File: src/rtl/amo_pkg.sv
// amo_pkg: shared types, register indexes, constants and small helper
// functions for the anchored month offset block.
// No dependencies.
package amo_pkg;

   localparam int YEAR_W     = 14;
   localparam int MONTH_W    = 4;
   localparam int DAY_W      = 5;
   localparam int STEP_W     = 11;
   localparam int CSR_ADDR_W = 2;
   localparam int CSR_DATA_W = STEP_W;

   // register indexes
   localparam logic [CSR_ADDR_W-1:0] REG_OFFSET_UNIT  = 2'd0;
   localparam logic [CSR_ADDR_W-1:0] REG_DAY_OPTION   = 2'd1;
   localparam logic [CSR_ADDR_W-1:0] REG_ANCHOR_MONTH = 2'd2;
   localparam logic [CSR_ADDR_W-1:0] REG_STEP_COUNT   = 2'd3;

   // period kinds
   localparam logic [1:0] UNIT_MONTH   = 2'd0;
   localparam logic [1:0] UNIT_QUARTER = 2'd1;
   localparam logic [1:0] UNIT_YEAR    = 2'd2;

   localparam logic [1:0]            RST_OFFSET_UNIT  = UNIT_MONTH;
   localparam logic                  RST_DAY_OPTION   = 1'b0;
   localparam logic [MONTH_W-1:0]    RST_ANCHOR_MONTH = 4'd3;
   localparam logic [STEP_W-1:0]     RST_STEP_COUNT   = 11'd1;

   localparam logic [YEAR_W-1:0] YEAR_MAX = 14'd9999;

   // bias in years that keeps the month total non-negative before the divide
   localparam int DIV_BIAS_YEARS  = 1100;
   localparam int DIV_BIAS_MONTHS = DIV_BIAS_YEARS * 12;

   // reciprocals: x/3 exact for x < 2**15, x/25 exact for x < 2**14
   localparam logic [15:0] RECIP3  = 16'd21846;
   localparam int          RECIP3_SHIFT = 16;
   localparam logic [14:0] RECIP25 = 15'd20972;
   localparam int          RECIP25_SHIFT = 19;

   typedef struct packed {
      logic [YEAR_W-1:0]  in_year;
      logic [MONTH_W-1:0] in_month;
      logic [DAY_W-1:0]   in_day;
   } amo_req_type;

   typedef struct packed {
      logic [YEAR_W-1:0]  out_year;
      logic [MONTH_W-1:0] out_month;
      logic [DAY_W-1:0]   out_day;
      logic               out_of_range;
   } amo_rsp_type;

   // month length, months outside 1..12 count as 31 days
   function automatic logic [DAY_W-1:0] month_len(input logic [MONTH_W-1:0] m,
                                                  input logic leap);
      logic [DAY_W-1:0] len;
      unique case (m)
         4'd2: begin
            len = leap ? 5'd29 : 5'd28;
         end
         4'd4, 4'd6, 4'd9, 4'd11: begin
            len = 5'd30;
         end
         default: begin
            len = 5'd31;
         end
      endcase
      return len;
   endfunction

   function automatic logic [1:0] mod3(input logic [MONTH_W-1:0] v);
      logic [MONTH_W-1:0] r;
      r = v;
      if (r >= 4'd12) r = r - 4'd12;
      if (r >= 4'd6) r = r - 4'd6;
      if (r >= 4'd3) r = r - 4'd3;
      return r[1:0];
   endfunction

endpackage

File: src/rtl/amo_leap.sv
// amo_leap: gregorian leap year test on a 14-bit year.
// Depends on amo_pkg; divisibility by 25 goes through a reciprocal multiply.
module amo_leap (
   input  logic [amo_pkg::YEAR_W-1:0] year,
   output logic                       leap
);
   import amo_pkg::*;

   logic [YEAR_W+15-1:0] prod;
   logic [9:0]           quot;
   logic [YEAR_W-1:0]    back;
   logic                 by25;

   assign prod = (YEAR_W+15)'(year) * (YEAR_W+15)'(RECIP25);
   assign quot = prod[RECIP25_SHIFT +: 10];
   // quot * 25 by shift and add
   assign back = YEAR_W'({quot, 4'b0000}) + YEAR_W'({quot, 3'b000}) + YEAR_W'(quot);
   assign by25 = (back == year);

   // divisible by 4 but not 100, or divisible by 400
   assign leap = ((year[1:0] == 2'b00) && !by25) || ((year[3:0] == 4'b0000) && by25);

endmodule

File: src/rtl/anchored_month_offset.sv
// anchored_month_offset: moves a date by month, quarter or year periods to
// the first or last day of the target month. Top level of the block.
// Depends on amo_pkg and amo_leap.
//
// Usage:
//   An item (year, month, day) is taken on req_data at a clock edge where
//   start is high and busy is low. busy is only high during reset, so one
//   item can enter every cycle and several are in flight at once.
//   The result shows on rsp_data with rsp_valid high for exactly one cycle,
//   after the input register, roll and month total, divide by 12, year
//   shift and saturation and day lookup registers, in that order.
//   Throughput is one item per cycle; the result register ahead of the
//   receiver is the only place a result waits, and the receiver cannot
//   stall, so no result is ever held or dropped.
//   Configuration (unit, day option, anchor month, step count) is written
//   through csr_we / csr_addr / csr_wdata with no wait; the user must write
//   it only while no item is in flight, as the block does not enforce this.
//   Synchronous reset clears all valid bits and loads the register reset
//   values (month unit, first day, anchor March, step one).
module anchored_month_offset (
   input  logic                           clock,
   input  logic                           reset,
   input  logic                           start,
   output logic                           busy,
   input  amo_pkg::amo_req_type           req_data,
   output logic                           rsp_valid,
   output amo_pkg::amo_rsp_type           rsp_data,
   input  logic                           csr_we,
   input  logic [amo_pkg::CSR_ADDR_W-1:0] csr_addr,
   input  logic [amo_pkg::CSR_DATA_W-1:0] csr_wdata
);
   import amo_pkg::*;

   // configuration
   logic [1:0]               unit_ff;
   logic                     dayopt_ff;
   logic [MONTH_W-1:0]       anchor_ff;
   logic signed [STEP_W-1:0] step_ff;

   always_ff @(posedge clock) begin
      if (reset) begin
         unit_ff   <= RST_OFFSET_UNIT;
         dayopt_ff <= RST_DAY_OPTION;
         anchor_ff <= RST_ANCHOR_MONTH;
         step_ff   <= RST_STEP_COUNT;
      end else if (csr_we) begin
         unique case (csr_addr)
            REG_OFFSET_UNIT: begin
               unit_ff <= csr_wdata[1:0];
            end
            REG_DAY_OPTION: begin
               dayopt_ff <= csr_wdata[0];
            end
            REG_ANCHOR_MONTH: begin
               anchor_ff <= csr_wdata[MONTH_W-1:0];
            end
            REG_STEP_COUNT: begin
               step_ff <= csr_wdata[STEP_W-1:0];
            end
            default: begin
            end
         endcase
      end
   end

   assign busy = reset;

   logic accept;
   assign accept = start && !busy;

   // stage 1: input register with leap flag of the input year
   logic              in_leap;
   logic              s1_valid_ff;
   amo_req_type       s1_req_ff;
   logic              s1_leap_ff;

   amo_leap u_leap_in (
      .year (req_data.in_year),
      .leap (in_leap)
   );

   always_ff @(posedge clock) begin
      if (reset) s1_valid_ff <= 1'b0;
      else       s1_valid_ff <= accept;
   end

   always_ff @(posedge clock) begin
      s1_req_ff  <= req_data;
      s1_leap_ff <= in_leap;
   end

   // stage 2: roll the count and form the zero-based month total
   logic [DAY_W-1:0]         cmp_day;
   logic signed [5:0]        since;
   logic signed [STEP_W:0]   n_roll;
   logic signed [14:0]       n_wide;
   logic signed [14:0]       since_wide;
   logic signed [14:0]       months;
   logic signed [15:0]       total_in;
   logic                     s2_valid_ff;
   logic signed [15:0]       total_ff;
   logic [YEAR_W-1:0]        s2_year_ff;

   always_comb begin
      cmp_day = dayopt_ff ? month_len(s1_req_ff.in_month, s1_leap_ff) : 5'd1;
      unique case (unit_ff)
         UNIT_QUARTER: begin
            since = $signed({4'b0000, mod3(s1_req_ff.in_month)})
                  - $signed({4'b0000, mod3(anchor_ff)});
         end
         UNIT_YEAR: begin
            since = $signed({2'b00, s1_req_ff.in_month}) - $signed({2'b00, anchor_ff});
         end
         default: begin
            since = 6'sd0;
         end
      endcase
      // month mode is the same roll with the period offset at zero
      n_roll = {step_ff[STEP_W-1], step_ff};
      if (step_ff > 0) begin
         if (since < 0 || (since == 0 && s1_req_ff.in_day < cmp_day)) n_roll = n_roll - 12'sd1;
      end else begin
         if (since > 0 || (since == 0 && s1_req_ff.in_day > cmp_day)) n_roll = n_roll + 12'sd1;
      end
      n_wide     = 15'(n_roll);
      since_wide = 15'(since);
      unique case (unit_ff)
         UNIT_QUARTER: begin
            months = n_wide + (n_wide <<< 1) - since_wide;
         end
         UNIT_YEAR: begin
            months = (n_wide <<< 3) + (n_wide <<< 2) - since_wide;
         end
         default: begin
            months = n_wide;
         end
      endcase
      total_in = 16'(months) + $signed({12'd0, s1_req_ff.in_month}) - 16'sd1;
   end

   always_ff @(posedge clock) begin
      if (reset) s2_valid_ff <= 1'b0;
      else       s2_valid_ff <= s1_valid_ff;
   end

   always_ff @(posedge clock) begin
      total_ff   <= total_in;
      s2_year_ff <= s1_req_ff.in_year;
   end

   // stage 3: floor divide by 12 on the biased total, as (u / 4) / 3
   logic [14:0]        biased;
   logic [27:0]        prod3;
   logic [11:0]        quot_in;
   logic               s3_valid_ff;
   logic [14:0]        biased_ff;
   logic [11:0]        quot_ff;
   logic [YEAR_W-1:0]  s3_year_ff;

   assign biased  = 15'(total_ff + 16'(DIV_BIAS_MONTHS));
   assign prod3   = 28'(biased[14:2]) * 28'(RECIP3);
   assign quot_in = prod3[RECIP3_SHIFT +: 12];

   always_ff @(posedge clock) begin
      if (reset) s3_valid_ff <= 1'b0;
      else       s3_valid_ff <= s2_valid_ff;
   end

   always_ff @(posedge clock) begin
      biased_ff  <= biased;
      quot_ff    <= quot_in;
      s3_year_ff <= s2_year_ff;
   end

   // stage 4: remainder, year shift and saturation
   logic [14:0]          rem_wide;
   logic signed [15:0]   new_year;
   logic [YEAR_W-1:0]    year_in;
   logic                 flag_in;
   logic                 s4_valid_ff;
   logic [YEAR_W-1:0]    s4_year_ff;
   logic [MONTH_W-1:0]   s4_month_ff;
   logic                 s4_flag_ff;

   always_comb begin
      rem_wide = biased_ff - (15'({quot_ff, 3'b000}) + 15'({quot_ff, 2'b00}));
      new_year = $signed({2'b00, s3_year_ff}) + $signed({4'b0000, quot_ff})
               - 16'(DIV_BIAS_YEARS);
      priority if (new_year < 0) begin
         year_in = '0;
         flag_in = 1'b1;
      end else if (new_year > $signed({2'b00, YEAR_MAX})) begin
         year_in = YEAR_MAX;
         flag_in = 1'b1;
      end else begin
         year_in = new_year[YEAR_W-1:0];
         flag_in = 1'b0;
      end
   end

   always_ff @(posedge clock) begin
      if (reset) s4_valid_ff <= 1'b0;
      else       s4_valid_ff <= s3_valid_ff;
   end

   always_ff @(posedge clock) begin
      s4_year_ff  <= year_in;
      s4_month_ff <= rem_wide[MONTH_W-1:0] + 4'd1;
      s4_flag_ff  <= flag_in;
   end

   // stage 5: day of the result month into the result register
   logic        out_leap;
   logic        rsp_valid_ff;
   amo_rsp_type rsp_in;
   amo_rsp_type rsp_ff;

   amo_leap u_leap_out (
      .year (s4_year_ff),
      .leap (out_leap)
   );

   always_comb begin
      rsp_in.out_year     = s4_year_ff;
      rsp_in.out_month    = s4_month_ff;
      rsp_in.out_day      = dayopt_ff ? month_len(s4_month_ff, out_leap) : 5'd1;
      rsp_in.out_of_range = s4_flag_ff;
   end

   always_ff @(posedge clock) begin
      if (reset) rsp_valid_ff <= 1'b0;
      else       rsp_valid_ff <= s4_valid_ff;
   end

   always_ff @(posedge clock) begin
      rsp_ff <= rsp_in;
   end

   assign rsp_valid = rsp_valid_ff;
   assign rsp_data  = rsp_ff;

   // checks
   a_latency: assert property (@(posedge clock) disable iff (reset)
      rsp_valid |-> $past(accept, 5))
      else $error("result without an item five cycles earlier");

   a_month: assert property (@(posedge clock) disable iff (reset)
      rsp_valid |-> (rsp_data.out_month >= 4'd1 && rsp_data.out_month <= 4'd12))
      else $error("result month outside 1..12");

   a_saturate: assert property (@(posedge clock) disable iff (reset)
      (rsp_valid && rsp_data.out_of_range)
         |-> (rsp_data.out_year == '0 || rsp_data.out_year == YEAR_MAX))
      else $error("flagged year not saturated");

endmodule

File: config.mk
export PLATFORM = sky130hd
export DESIGN_NAME = anchored_month_offset
export DESIGN_NICKNAME = d
export VERILOG_FILES = /design/src/rtl/amo_pkg.sv /design/src/rtl/amo_leap.sv /design/src/rtl/anchored_month_offset.sv
export SDC_FILE = /design/constraint.sdc
export NUM_CORES = 1
export LEC_CHECK = 0
export BUFFER_PORTS_ARGS = -buffer_cell sky130_fd_sc_hd__clkbuf_2
export CAP_MARGIN = 20
export CORE_ASPECT_RATIO = 0.5
export CORE_MARGIN = 10
export CORE_UTILIZATION = 46
export CTS_BUF_LIST = sky130_fd_sc_hd__clkbuf_2 sky130_fd_sc_hd__clkbuf_4 sky130_fd_sc_hd__clkbuf_8
export CTS_CLUSTER_SIZE = 40
export DETAILED_ROUTE_END_ITERATION = 12
export PLACE_DENSITY = 0.61
export SYNTH_ARGS = -nofsm -noshare
export SYNTH_HDL_FRONTEND = slang
export SYNTH_SLANG_ARGS = --single-unit
File: constraint.sdc
create_clock -name clock -period 8.6 [get_ports clock]
set_clock_uncertainty 0.05 [all_clocks]
set_input_delay 0.86 -clock clock [delete_from_list [all_inputs] [get_ports clock]]
set_output_delay 0.86 -clock clock [all_outputs]
set_load 0.01 [all_outputs]
-- Word level (Yosys, flattened, before mapping)
Cells that the tools add are included.
- flip-flop bits (word level): 149
- bits of input ports: 40
- output and inout bits: 26
- word-level logic and storage cells: 136
- $add $sub $neg: 26
- multiply operators: 3
- order comparisons: 13
- equality and inequality tests: 17
- multiplexer cells: 24
- reduce and logical (&&, ||, !) cells: 27
- operators by type and width (kind ; count):
    multiplier 14 x 13 -> 27 bit, second input constant ; 2
    two-way mux 12 bit ; 3
    zero test 32 bit ; 1
    two-way mux 4 bit ; 8
    one-hot mux 15 bit (2 select lines) ; 1
    adder 14 x 10 -> 14 bit ; 2
    adder 14 x 13 -> 14 bit ; 2
    == test 14 bit ; 2
    multiplier 13 x 14 -> 27 bit, second input constant ; 1
    == test 4 x 3 -> 1 bit, second input constant ; 4
    == test 4 bit, second input constant ; 4
    greater-than comparator 16 x 15 -> 1 bit, second input constant ; 1
    < comparator 16 x 1 -> 1 bit, second input constant ; 1
    subtractor 15 x 11 -> 16 bit, second input constant ; 1
    adder 14 x 12 -> 15 bit ; 1
    adder 15 x 14 -> 15 bit ; 1
    adder 15 bit, second input constant ; 1
    adder 15 x 5 -> 15 bit ; 1
    subtractor 14 x 6 -> 15 bit ; 1
    subtractor 15 x 2 -> 15 bit, second input constant ; 1
    subtractor 15 x 6 -> 15 bit ; 1
    adder 12 x 13 -> 14 bit ; 1
    two-way mux 14 bit ; 1
    adder 11 x 2 -> 12 bit, second input constant ; 1
    33 further kinds ; 67

-- Longest topological paths before layout
- depth after elaboration: 21
- mapped depth: 41
- mapped depth without buffers: 39

-- Cells and area by module
Synthesis repeated with hierarchy kept, for this count alone.
- cells, all modules: 2067
- area, all modules: 19248.5 um^2
- modules (own cells, without submodules) (module ; instances ; cells an instance ; area each (um^2)):
    anchored_month_offset ; 1 ; 1162 ; 10695.3
    amo_leap (u_leap_in) ; 1 ; 465 ; 4316.6
    amo_leap (u_leap_out) ; 1 ; 440 ; 4236.6

-- Least setup slack after synthesis
OpenSTA, ideal clock, no wires.
- kind: register -> register
- from: register s1_req_ff[6] in the netlist's numbering
- to: register total_ff[13]
- setup time: 0.072 ns
- data arrival time: 7.984 ns
- slack: 0.494 ns
- cell stages (with the launch flop): 36
- path buffers: 2
- clock period less this slack: 8.106 ns
- cell sequence: dfxtp_1 > clkbuf_1 > xor2_1 > nor2_1 > a21oi_1 > ha_1 > a211oi_1 > xnor2_1 > ha_1 > inv_1 > fa_1 > nand2b_1 > a21oi_1 > a21oi_1 > nor2b_1 > buf_2 > nor2_1 > xnor2_1 > fa_1 > ha_1 > fa_1 > xor2_1 > a221o_1 > o21ai_1 > ha_1 > inv_1 > ha_1 > nor2b_1 > o21ai_0 > a21boi_0 > o21ai_0 > nand2b_1 > a21o_1 > a41o_1 > o41ai_1 > xnor2_1
- word-level cells in the longest chain between the ends: 21
- elaborated cells between the ends (all ways): 42
- RTL lines (what ; RTL line ; source):
    from (decl) ; anchored_month_offset.sv:74 ; amo_req_type s1_req_ff;
    from (signal assigned) ; anchored_month_offset.sv:88 ; s1_req_ff <= req_data;
    parallel branches: the longest is 19 deep, another holds greater-than comparator 6 x 1 -> 1 bit ; -- ;
    adder 15 x 5 -> 15 bit * ; anchored_month_offset.sv:138 ; total_in = 16'(months) + $signed({12'd0, s1_req_ff.in_month}) - 16'sd1;
    subtractor 15 x 2 -> 15 bit * ; anchored_month_offset.sv:138 ;
    net total_in[13] ; anchored_month_offset.sv:99 ; logic signed [15:0] total_in;
    to (signal assigned) ; anchored_month_offset.sv:147 ; total_ff <= total_in;
    to (decl) ; anchored_month_offset.sv:101 ; logic signed [15:0] total_ff;
Mark *: on every way through the listed nets, which the timed path passes. The select of a mux whose other input is x is not followed.
A chain may end at the register's enable or synchronous reset.

-- Final worst setup path
- from: register s4_year_ff[4]
- to: register rsp_ff (netlist bit rsp_data[1])
- word-level cells in the longest chain between the ends: 9
- elaborated cells between the ends (all ways): 10
- RTL lines (what ; RTL line ; source):
    from (decl) ; anchored_month_offset.sv:181 ; logic [YEAR_W-1:0] s4_year_ff;
    from (signal assigned) ; anchored_month_offset.sv:207 ; s4_year_ff <= year_in;
    multiplier 14 x 13 -> 27 bit ; amo_leap.sv:14 ; assign prod = (YEAR_W+15)'(year) * (YEAR_W+15)'(RECIP25);
    adder 14 x 13 -> 14 bit ; amo_leap.sv:17 ; assign back = YEAR_W'({quot, 4'b0000}) + YEAR_W'({quot, 3'b000}) + YEAR_W'(quot);
    adder 14 x 10 -> 14 bit ; amo_leap.sv:17 ;
    == test 14 bit * ; amo_leap.sv:18 ; assign by25 = (back == year);
    zero test 1 bit ; amo_leap.sv:21 ; assign leap = ((year[1:0] == 2'b00) && !by25) || ((year[3:0] == 4'b0000) && by25);
    logical AND 1 bit ; amo_leap.sv:21 ;
    logical OR 1 bit * ; amo_leap.sv:21 ;
    two-way mux 1 bit * ; amo_pkg.sv:60 ; len = leap ? 5'd29 : 5'd28;
    one-hot mux 2 bit (2 select lines) * ; amo_pkg.sv:58 ; unique case (m)
    to (signal assigned) ; anchored_month_offset.sv:236 ; rsp_ff <= rsp_in;
    to (decl) ; anchored_month_offset.sv:216 ; amo_rsp_type rsp_ff;
Mark *: on every way between the ends. The rest lies on a longest branch, timed or not.

==> run metrics <==
sequential fraction of the synthesis area=0.1564; DIE HEIGHT=163.0 um; Non-Filler Instances=2660; post-synth top area share=0.2527; Worst Tran Pin Value=0.8489 ns; register area=2945 sq um; hpwl dp=34.61 mm; # rows=52; max_cap viols=0; CTS tree=built; Post-Place Setup Slack=0.1570 ns; global-route wire length before repair=67.28 mm; Final Core Density=0.5037; CP arrival=8.55 ns; final WL=40.06 mm; vias in the first global route=13470; Synth async-reset ratio=0; Worst setup startpoint=s4_year_ff[4]$_SDFF_PP0_; Area contributors post-synth=ha_1 25%, fa_1 22%, dfxtp_1 16%, inv_1 9.7%, xnor2_1 4.8%; Root Driver=clkbuf_8; vias per cell=5.008; total CTS buffers=17; final period utilization=0.9513; Syn Nets=2648; CP Max Fanout=8; Yosys top cell by area=ha_1; CP dominant cell by count=fa_1; slowest CP cell=dfxtp_1; worst-skew pair later-pin latency=0.49 ns; max incr delay on CP=0.77 ns; min cycle time layout=8.181 ns; slew margin rel.=0.4341; Worst R2R Start=s4_year_ff[4]$_SDFF_PP0_; Initial Utilization=0.4657; Syn Inst Count=2024; CP endpoint kind=flop; kind of critical path=flop to flop; Final GP Congestion=0.8840; CP top delay family=adder cells; cell total after placement=2627; Worst setup SP type=flop; post-synthesis register bit count=147; Total Neg Setup Slack=0 ns; Filler cells=3840; hold path startpoint=total_ff[1]$_DFF_P_; Final nets=2731; Worst Path Buf+Inv=3; Final Hold Vio Count=0; RSZ-0062 raised after global routing=no; CTS max path bufs=2; Slew Limit Fails=0; synth-to-layout area growth=8.173%; DIE AREA=49880 sq um; Sink Count=147; Ys Warns=0; ys flop type=dfxtp_1; Iter 0 DRT Violations=662; Mapped Area=18810 sq um; largest net degree at the start of global routing=32; initial antenna violation count=1; core area=40400 sq um; WL/cell=15.06 um; Overall Global Routing Usage=0.1666; Synth cell types=73; antenna-violating nets left=0; diodes inserted=0; footprint of the multi-input gates=13930 sq um; number of enable flip-flop cells after synthesis=0; Die X=306.0 um; Hold Path Class=flop to flop; vias post-DR=13320; share of cells above drive strength 1=0.07406; total grt overflow=0; Final Setup Violations=0; drt pass-1 iters=5; final setup margin=0.4189 ns; Port Buffers=65; Clock Pin Slew Worst Setup and Hold Paths=0.10 ns; outcome=completed; top achievable clock speed=0.1222 GHz; syn avg cell area=9.296 sq um; # DRC=0; Ports=66; required time of the critical path=8.97 ns; total number of H-tree levels=4
-- worst register-to-register path, delay by kind of cell, from the launching register on --
kind / cells / cell delay (ns)
adder cells (fa/ha/maj): 8 / 3.35
AO/OA/AOI/OAI: 12 / 2.85
flip-flops: 1 / 0.77
AND/OR/NAND/NOR: 3 / 0.50
XOR/XNOR: 1 / 0.38
buffers and inverters: 3 / 0.22
-- state kept, by name, summed over array words and instances (netlist names) --
signal and cells:
s2_year_ff 14, s1_req_ff 23, s4_flag_ff 1, s3_valid_ff 1, rsp_valid 1, s4_year_ff 14, s4_valid_ff 1, rsp_data 22
total_ff 15, dayopt_ff 1, quot_ff 12, s1_valid_ff 1, s1_leap_ff 1, anchor_ff 4, biased_ff 4, s3_year_ff 14
step_ff 11, s2_valid_ff 1, s4_month_ff 4, unit_ff 2
-- kinds of logic after synthesis --
logic type	count (synthesis)	share of synthesized area
AOI/OAI and AO/OA	324	0.1166
xor gates and xnor gates	154	0.07169
adders and majority gates	584	0.4698
and+or+nand+nor	289	0.07654
muxes	8	0.004323
buffers and inverters	518	0.1047
DFF	147	0.1564
-- per-layer routing --
metal  part of all wire  GRT usage
met2               0.45     0.2774
met1               0.50     0.2255
met4             0.0095    0.02751
met3              0.040    0.03179
met5                  0          0
-- stage by stage --
step                hold WS, ns  area, sq um
global route             0.2762        20350
floorplan                0.2596        18810
CTS                      0.2729        20320
finish                   0.2711        20350
global placement         0.2599        19900
detailed placement       0.2621        19900
-- cell usage in the layout (no fill, tap or decap), types with 10 or more instances in the layout --
master and instances:
and3_1 15, dfxtp_1 145, a21oi_1 90, xnor2_1 101
clkbuf_8 17, clkbuf_2 65, nand3_1 27, nor3_1 26
o21ai_0 48, nand4_1 10, buf_4 31, nand2_1 78
inv_1 485, ha_1 380, nand2b_1 12, xor2_1 51
nor2b_1 18, a221oi_1 10, a31oi_1 17, nor2_1 65
o21a_1 17, a21o_1 47, fa_1 204
-- cells in the mapped netlist, types with 5 or more instances --
cell type,number
fa_1,204
nand2b_1,12
dfxtp_1,147
nand2_1,78
or3_1,5
and3_1,15
inv_1,485
nor3_1,26
o211ai_1,6
and4_1,6
o21ai_0,48
nor2_1,65
ha_1,380
o21a_1,17
nand4_1,10
a211o_1,5
a221oi_1,10
xor2_1,51
o21bai_1,5
clkbuf_1,24
a21o_1,47
a21boi_0,5
a2111oi_0,5
a22oi_1,5
or2_2,6
a21oi_1,92
a211oi_1,7
nor2b_1,19
xnor2_1,103
mux2i_1,7
nand3_1,27
a31oi_1,17
-- path summary, 6_finish.rpt --
kind	endpoint	slack, ns	cells past startpoint
setup reg to reg	rsp_data[1]$_SDFF_PN1_	0.42	27
hold / removal	biased_ff[1]$_DFF_P_	0.27	0
hold reg to reg	biased_ff[1]$_DFF_P_	0.27	0
setup / recovery	rsp_data[1]$_SDFF_PN1_	0.42	27
-- timing repair --
item	CTS	global route
endpoints found under the setup margin	0	5
hold buffers	0	0
buffers inserted	0	1
gates resized for setup	0	6
-- area by class of cell --
class,count,area share
Sequential cell,147,0.1447
Timing Repair Buffer,96,0.02742
Clock inverter,15,0.009222
Inverter,486,0.08963
Clock buffer,17,0.01150
Multi-Input combinational cell,1359,0.6843
Tap cell,540,0.03320
Power is left out: the tool's default activity adds up to more than one toggle a clock period on the data nets, which glitch-free logic cannot reach.
